--- src/rtl/plc_pkg.sv ---
// shared constants, codes and control types for the positional list store
`default_nettype none

package plc_pkg;

	// default sizing
	localparam int CAPACITY_DEF  = 64;
	localparam int WORD_BITS_DEF = 32;

	// fixed field widths on the ports
	localparam int DATA_W   = 32;
	localparam int POS_W    = 7;
	localparam int KIND_W   = 2;
	localparam int STATUS_W = 2;

	// cells folded together in the first level of the read gather
	localparam int GATHER_GROUP = 8;

	// request kinds
	localparam logic [KIND_W-1:0] KIND_INSERT = 2'd0;
	localparam logic [KIND_W-1:0] KIND_REMOVE = 2'd1;
	localparam logic [KIND_W-1:0] KIND_READ   = 2'd2;

	// result status codes
	localparam logic [STATUS_W-1:0] STATUS_OK    = 2'd0;
	localparam logic [STATUS_W-1:0] STATUS_RANGE = 2'd1;
	localparam logic [STATUS_W-1:0] STATUS_FULL  = 2'd2;

	// per-cycle command broadcast along the cell chain
	typedef struct packed {
		logic shift_up;
		logic shift_down;
		logic pick;
	} plc_ctrl_t;

endpackage

`default_nettype wire

--- src/rtl/plc_cell.sv ---
// one storage cell of the chain: holds a word and trades it with its neighbours
`default_nettype none

module plc_cell #(
	parameter int WORD_BITS = plc_pkg::WORD_BITS_DEF,
	parameter int PW        = plc_pkg::POS_W,
	parameter int IDX       = 0
) (
	input  wire                        clk,
	input  wire plc_pkg::plc_ctrl_t    ctrl,
	input  wire logic [PW-1:0]         pos,
	input  wire logic [WORD_BITS-1:0]  ins_word,
	input  wire logic [WORD_BITS-1:0]  prev_word,
	input  wire logic [WORD_BITS-1:0]  next_word,
	output logic      [WORD_BITS-1:0]  word,
	output logic      [WORD_BITS-1:0]  pick_word
);
	import plc_pkg::*;

	logic [WORD_BITS-1:0] word_q;
	logic                 at_pos;
	logic                 above;

	// where this cell sits against the requested position
	assign at_pos = (PW'(IDX) == pos);
	assign above  = (PW'(IDX) > pos);

	// shift up on insert, down on remove, otherwise hold
	always_ff @(posedge clk) begin
		if (ctrl.shift_up) begin
			if (above) begin
				word_q <= prev_word;
			end else if (at_pos) begin
				word_q <= ins_word;
			end
		end else if (ctrl.shift_down && (above || at_pos)) begin
			word_q <= next_word;
		end
	end

	assign word      = word_q;
	// only the addressed cell drives its word towards the gather
	assign pick_word = (ctrl.pick && at_pos) ? word_q : '0;

endmodule

`default_nettype wire

--- config.mk ---
export PLATFORM = sky130hd
export DESIGN_NAME = plc_cell
export DESIGN_NICKNAME = d
export VERILOG_FILES = /design/src/rtl/plc_pkg.sv /design/src/rtl/plc_cell.sv
export SDC_FILE = /design/constraint.sdc
export NUM_CORES = 1
export LEC_CHECK = 0
export BUFFER_PORTS_ARGS = -buffer_cell sky130_fd_sc_hd__buf_2
export CORE_MARGIN = 4
export CORE_UTILIZATION = 33
export DETAILED_ROUTE_END_ITERATION = 7
export HOLD_SLACK_MARGIN = 0.05
export PLACE_DENSITY = 0.72
export SLEW_MARGIN = 15
export SYNTH_ARGS = -nofsm -noshare
export SYNTH_HDL_FRONTEND = slang
export SYNTH_SLANG_ARGS = --single-unit
--- constraint.sdc ---
create_clock -name clk -period 6.66 [get_ports clk]
set_input_delay 1.332 -clock clk [delete_from_list [all_inputs] [get_ports clk]]
set_output_delay 1.332 -clock clk [all_outputs]
set_load 0.02 [all_outputs]
Yosys cells after proc, flatten, opt, wreduce, memory -nomap -nowiden --
Index checks and enable logic that the tools add are counted.
Storage, ports and cells: bits in registers 32
Cells by class: order comparisons 1, equal/unequal tests 1, multiplexer cells 5, reductions and logical operators 6
Operators with widths (number):
- 32-bit 2-to-1 mux | 5
- 1-bit by 7-bit > comparator with 1-bit output, first input constant | 1
- 7-bit logical NOT | 1
- 3-bit by 1-bit != test with 1-bit output, second input constant | 1
- 1-bit logical AND | 2
- 2-bit AND reduction | 1
- 2-bit nonzero test | 1
- 1-bit logical OR | 1

Depth between registers and ports, before layout --
Gate-level depths: netlist (run 1).
depth in word-level cells 5, gate-level depth with buffers 4

Least setup slack after synthesis (run 1) --
No wires, ideal clock.
kind input to register, start input pos[2], end register word_q[0], in the netlist word[0] (enable), library setup time 0.441 ns, arrival time 3.877 ns, slack 2.342 ns, cell stages on the path 3, path buffers 1, cells stage by stage or4_4 > buf_6 > nor4b_2
On the way: longest elaborated chain between the ends 5
RTL lines:
- from (decl) | line plc_cell.sv:11 | input wire logic [PW-1:0] pos,
- 1-bit by 7-bit > comparator with 1-bit output or 7-bit logical NOT (tied branches) | line plc_cell.sv:26, plc_cell.sv:25
- 1-bit logical OR | line plc_cell.sv:36 | end else if (ctrl.shift_down && (above || at_pos)) begin
- 1-bit logical AND | line plc_cell.sv:36
- 2-bit nonzero test (no line)
- 2-bit AND reduction (no line) *
- to (signal assigned) | line plc_cell.sv:32 | word_q <= prev_word;
- to (signal assigned) | line plc_cell.sv:34 | word_q <= ins_word;
- to (signal assigned) | line plc_cell.sv:37 | word_q <= next_word;
- to (decl) | line plc_cell.sv:20 | logic [WORD_BITS-1:0] word_q;
Every way passes the cells marked *; elsewhere a longest branch is shown, timed or not. A chain may end at the register's enable or synchronous reset.

Worst setup path in the final report (run 1) --
start input pos[3], end output pick_word[0]
On the way: longest elaborated chain between the ends 3
RTL lines:
- 7-bit logical NOT | line plc_cell.sv:25 | assign at_pos = (PW'(IDX) == pos);
- 1-bit logical AND | line plc_cell.sv:43 | assign pick_word = (ctrl.pick && at_pos) ? word_q : '0;
- 32-bit 2-to-1 mux | line plc_cell.sv:43
- to (decl) | line plc_cell.sv:16 | output logic [WORD_BITS-1:0] pick_word
Every way passes these cells.

==> flow_metrics.py, run 1 <==
metrics = {
    "run_status": {
        "status": "finished clean",
    },
    "job": {
        "maxCapViolCount": 0,
    },
    "timing": {
        "finalSetupTns_ns": 0,
        "period_share": 0.668,
        "finalCriticalPeriod_ns": 4.45,
        "timing.hold.ws_ns": 1.36,
        "maxSlewViolCount": 0,
        "relSlewSlack": 0.251,
        "setup_viol": 0,
        "rsz0062_at_grt": "no",
        "hold_viol_final": 0,
        "fmax_mhz": 225,
        "tightest_slew_ns": 1.12,
    },
    "clock_tree": {
        "cts_hold_buffers": 0,
        "numCtsBuffers": 5,
        "h-tree-depth": 2,
        "clkSlewWorstSetupHoldPaths_ns": 0.06,
        "cts_resized": 0,
        "cts_root_buffer": "clkbuf_8",
        "tritoncts": "done",
        "cts_buffer_depth": 2,
        "postCtsSetupBuffers": 0,
        "cts.sinks": 32,
    },
    "floorplanning": {
        "start_util": 0.346,
        "die-area_mm2": 0.00718,
        "die_h_um": 84.7,
        "die_w_um": 84.7,
        "core_area_mm2": 0.00561,
        "ios": 171,
        "rows": 27,
    },
    "min_path": {
        "hold_path.class": "in2reg",
    },
    "grt": {
        "grt_pass1_vias": 1601,
        "grt_pass1_wl_um": 7480,
        "grt.total_usage": 0.130,
        "grt_max_degree": 34,
        "overflow": 0,
        "antenna_found_initial": 0,
    },
    "placement": {
        "placed_cells": 344,
        "place_area_mm2": 0.00261,
        "port_buffers": 138,
        "dpl.hpwl_um": 3620,
        "globalplace.congestion": 0.740,
    },
    "cells_and_area": {
        "final_area_mm2": 0.00269,
        "diodes": 0,
        "areaGrowthSynthToFinish_pct": 38.4,
        "fin_util": 0.479,
        "drive_gt1_frac": 0.753,
        "fin_nets": 386,
        "fin_cells": 351,
        "largest_reg_flops": 32,
    },
    "routing": {
        "drt_pre_antenna_iters": 4,
        "post_drt_via_cell_ratio": 4.36,
        "highest_layer": "met4",
        "drcViolationCount": 0,
        "post_drt_wl_per_cell_um": 13.3,
        "drtAntennaViolNets": 0,
        "m1WireLength_um": 1650,
        "drt-total-wl_um": 4680,
        "drtIter0Drc": 49,
        "met2WireLength_um": 2580,
        "num_vias": 1532,
        "dr_wl_met3_um": 435,
    },
    "critical_path": {
        "crit_type": "in2out",
        "cp_data_required_time_ns": 5.33,
        "cpMostUsedCell": "buf_2",
        "critical-path-top-delay-family": "simple AND/OR/NAND/NOR gates",
        "startpoint_type": "input port",
        "endpoint_kind": "primary output",
        "crit_chain": "buf_2, or4b_2, nor3_1, buf_2",
        "crit_slowest_cell": "or4b_2",
        "worstPathArrival_ns": 3.12,
        "critPathMaxStageDelay_ns": 1.14,
        "path_max_fanout": 32,
        "cp_num_buf_inv": 2,
    },
    "power_and_ir_drop": {
        "pwr-share-comb": 0.126,
        "power_frac_clock": 0.329,
        "p_switching_uw": 86.5,
        "p_int_uw": 326,
        "power_density_mw_per_mm2": 153,
        "p_seq_frac": 0.545,
        "switching_share": 0.210,
        "p_leak_nw": 1.28,
        "irDropWorstVdd_uv": 89.1,
    },
    "yosys": {
        "synthCells": 145,
        "ys_ff_latch": 32,
        "yosysWarnings": 0,
        "ys_seq_area_frac": 0.495,
        "syn_area_mm2": 0.00194,
        "syn_avg_cell_area_um2": 13.4,
        "ys_types": 14,
        "synthesis.nets": 252,
    },
}
area by class of cell:
cell class | count | area, um^2
Timing Repair Buffer | 139 | 698
Multi-Input combinational cell | 69 | 742
Clock buffer | 6 | 72.6
Inverter | 32 | 120
Fill cell | 542 | 2920
Sequential cell | 32 | 961
Tap cell | 72 | 90.1
Clock inverter | 1 | 5.00
power by group through the flow:
stage	clock [mW]	sequential, mW	combinational [mW]
after floorplan	0	0.230	0.0293
after global placement	0	0.229	0.0511
after detailed placement	0	0.229	0.0529
after CTS	0.143	0.225	0.0533
after global routing	0.154	0.225	0.0583
final	0.136	0.225	0.0522
cells in the mapped netlist (all sizes together):
library cell / number / share of area
edfxtp: 32 / 0.49
inv: 32 / 0.062
mux2: 32 / 0.19
nor3: 32 / 0.17
buf: 11 / 0.064
nor2: 2 / 0.0039
clkbuf: 1 / 0.0019
nor4b: 1 / 0.0077
or4: 1 / 0.0058
or4b: 1 / 0.0052
worst paths after layout:
path,start,end,slack (ns),cells past startpoint
setup / recovery,pos[3],pick_word[0],2.21,4
hold / removal,next_word[5],word[5]$_DFFE_PP_,1.36,2
cells by family after synthesis:
kind of cell,after synthesis,synth area share
mux,32,0.185
flops,32,0.495
simple gates,37,0.192
buf+inv,44,0.128
metal layers:
metal / vias up / global-route usage
li1: 760 / -
met1: 698 / 0.134
met2: 72 / 0.246
met3: 2 / 0.0491
met4: 0 / 0.0302
met5: - / 0
cells in the final DEF (no fill, tap or decap), drive strengths merged:
master / instances
buf: 139
clkbuf: 6
clkinv: 1
edfxtp: 32
inv: 32
mux2: 32
nor2: 2
nor3: 32
nor4b: 1
or4: 1
or4b: 1
through the flow:
stage,setup slack [ns],total power [mW]
after floorplan,2.34,0.260
after global placement,2.24,0.280
after detailed placement,2.24,0.282
after CTS,2.24,0.421
after global routing,2.11,0.437
final,2.21,0.413
Power figures use the tool's default switching activity.
==> inputs of run 2 (changes only) <==
- ABC_AREA: unset -> 1
- PLACE_DENSITY: 0.72 -> 0.76
- clock period: 6.66 -> 3.9 ns (I/O delays scaled with it)
==> flow_metrics.py, run 2 <==
metrics = {
    "routing": {
        "drt-total-wl_um": 4410,
        "drcViolationCount": 0,
        "drtAntennaViolNets": 0,
        "drt_pre_antenna_iters": 4,
        "post_drt_via_cell_ratio": 4.17,
        "drtIter0Drc": 19,
        "num_vias": 1500,
        "post_drt_wl_per_cell_um": 12.3,
    },
    "yosys": {
        "ys_seq_area_frac": 0.528,
        "synthesis.nets": 257,
        "synth_xor_area_frac": 0,
        "synthTopCellsByArea": "edfxtp_1 (53%), mux2_2 (17%), nor2_2 (10%)",
        "synth_top_flop_cell": "edfxtp_1",
        "ys_types": 10,
        "synth.area.mux_share": 0.208,
        "synth_edf_count": 32,
        "synthCells": 150,
        "syn_area_mm2": 0.00182,
        "yosysWarnings": 0,
        "synth_simple_gate_area_frac": 0.142,
        "ys_ff_latch": 32,
        "synthAdderAreaFrac": 0,
        "yosys-top-cells-count": "inv_1 (38), edfxtp_1 (32), nor2_2 (30), mux2_2 (27), buf_6 (7)",
        "yosysMostFrequentCell": "inv_1",
        "syn_avg_cell_area_um2": 12.1,
        "yosysTopAreaCell": "edfxtp_1",
        "synth_compound_area_frac": 0,
        "yosysTopAreaCellShare": 0.528,
        "synth_top_family_by_area": "multiplexers",
        "async_flop_share": 0,
    },
    "min_path": {
        "whs_path_depth": 2,
        "hold_path_end": "word[1]$_DFFE_PP_",
        "min_from": "next_word[1]",
        "hold_path.class": "in2reg",
    },
    "critical_path": {
        "startpoint_type": "input port",
        "path_max_fanout": 32,
        "crit_slowest_cell": "nand3_4",
        "endpoint_kind": "primary output",
        "crit_type": "in2out",
        "critPathMaxStageDelay_ns": 0.47,
        "critical-path-top-delay-family": "simple AND/OR/NAND/NOR gates",
        "crit_chain": "buf_2, inv_1, nand2_1, nor2_2, nand3_4, nor2_2, buf_2",
        "cp_data_required_time_ns": 3.12,
        "cp_num_buf_inv": 3,
        "worstPathArrival_ns": 2.03,
    },
    "grt": {
        "grt_max_degree": 34,
        "grt_pass1_wl_um": 6240,
        "antenna_found_initial": 0,
        "grt.total_usage": 0.123,
        "grt_pass1_vias": 1415,
        "overflow": 0,
    },
    "timing": {
        "period_share": 0.720,
        "finalSetupTns_ns": 0,
        "relSlewSlack": 0.392,
        "setup_viol": 0,
        "finalCriticalPeriod_ns": 2.81,
        "rsz0062_at_grt": "no",
        "maxSlewViolCount": 0,
        "fmax_mhz": 356,
        "tightest_slew_ns": 0.910,
        "hold_viol_final": 0,
    },
    "floorplanning": {
        "rows": 26,
        "start_util": 0.347,
        "die_w_um": 82.3,
        "ios": 171,
        "core_area_mm2": 0.00524,
        "die-area_mm2": 0.00677,
        "die_h_um": 82.3,
    },
    "run_status": {
        "status": "finished clean",
    },
    "clock_tree": {
        "cts.sinks": 32,
        "postCtsSetupBuffers": 0,
        "tritoncts": "done",
        "clkSlewWorstSetupHoldPaths_ns": 0.07,
        "cts_buffer_depth": 2,
        "cts_hold_buffers": 0,
        "cts_resized": 0,
        "h-tree-depth": 2,
        "cts_root_buffer": "clkbuf_8",
        "numCtsBuffers": 5,
    },
    "power_and_ir_drop": {
        "irDropWorstVdd_uv": 139,
        "power_density_mw_per_mm2": 271,
        "finalPower_uw": 709,
        "p_leak_nw": 1.36,
    },
    "cells_and_area": {
        "diodes": 0,
        "fin_nets": 396,
        "nFillCells": 480,
        "largest_reg_flops": 32,
        "drive_gt1_frac": 0.731,
        "final_cell_mix": "buf_2 (138), inv_1 (38), edfxtp_1 (32)",
        "layout_commonest_cell": "buf_2",
        "areaGrowthSynthToFinish_pct": 43.8,
    },
    "placement": {
        "dpl.hpwl_um": 3430,
        "port_buffers": 138,
        "globalplace.congestion": 0.737,
    },
    "job": {
        "maxCapViolCount": 0,
    },
}
-- run 2: cell count changes in the layout (fill, tap and decap cells not counted), moves of 2 or more --
cell | before | now
inv_1 | 32 | 38
nor3_4 | 3 | 0
nor2_2 | 0 | 30
nor3_2 | 27 | 0
nor2_4 | 0 | 3
mux2_4 | 0 | 5
mux2_2 | 32 | 27
nand2_1 | 0 | 4
nor3_1 | 2 | 0
-- run 2: routing by layer --
layer | routed length (um) | track usage
met5 | 0 | 0
met1 | 1600 | 0.125
met2 | 2330 | 0.230
met4 | 59 | 0.0465
met3 | 430 | 0.0423
-- run 2: final cells by class --
cell class	count	area (um^2)	share of cell area
Timing Repair Buffer	139	698	0.267
Multi-Input combinational cell	73	644	0.246
Inverter	38	143	0.0545
Tap cell	70	87.6	0.0335
Clock inverter	3	13.8	0.00526
Clock buffer	5	68.8	0.0263
Sequential cell	32	961	0.367
-- run 2: worst max path at each step --
stage,slack (ns),depth (start not counted),to,from
5_1_grt,0.95,7,pick_word[31],pos[0]
4_1_cts,1.06,7,pick_word[9],pos[2]
3_5_place_dp,1.07,7,pick_word[9],pos[2]
6_report,1.09,7,pick_word[9],pos[2]
3_3_place_gp,1.11,7,pick_word[0],pos[2]
2_1_floorplan,1.03,5,word[0]$_DFFE_PP_,pos[2]
-- run 2: cell families after synthesis --
logic type             after synthesis
DFF                                 32
muxes                               32
buffers and inverters               45
and+or+nand+nor                     41
-- run 2: metrics by stage --
stage | util | cell area [um^2] | cells | hold WS (ns) | setup WS [ns]
after global routing | 0.500 | 2620 | 360 | 0.786 | 0.949
after CTS | 0.500 | 2620 | 360 | 0.791 | 1.06
final | 0.500 | 2620 | 360 | 0.802 | 1.09
after global placement | 0.484 | 2530 | 352 | 1.08 | 1.11
after floorplan | - | 1820 | 150 | 0.997 | 1.03
after detailed placement | 0.484 | 2530 | 352 | 1.09 | 1.07
-- run 2: where the power goes --
group | switching [mW] | leakage, nW | total [mW] | internal, mW
clock | 0.118 | 0.0453 | 0.239 | 0.121
combinational | 0.0312 | 1.03 | 0.0862 | 0.0550
sequential | 0.000842 | 0.288 | 0.384 | 0.383
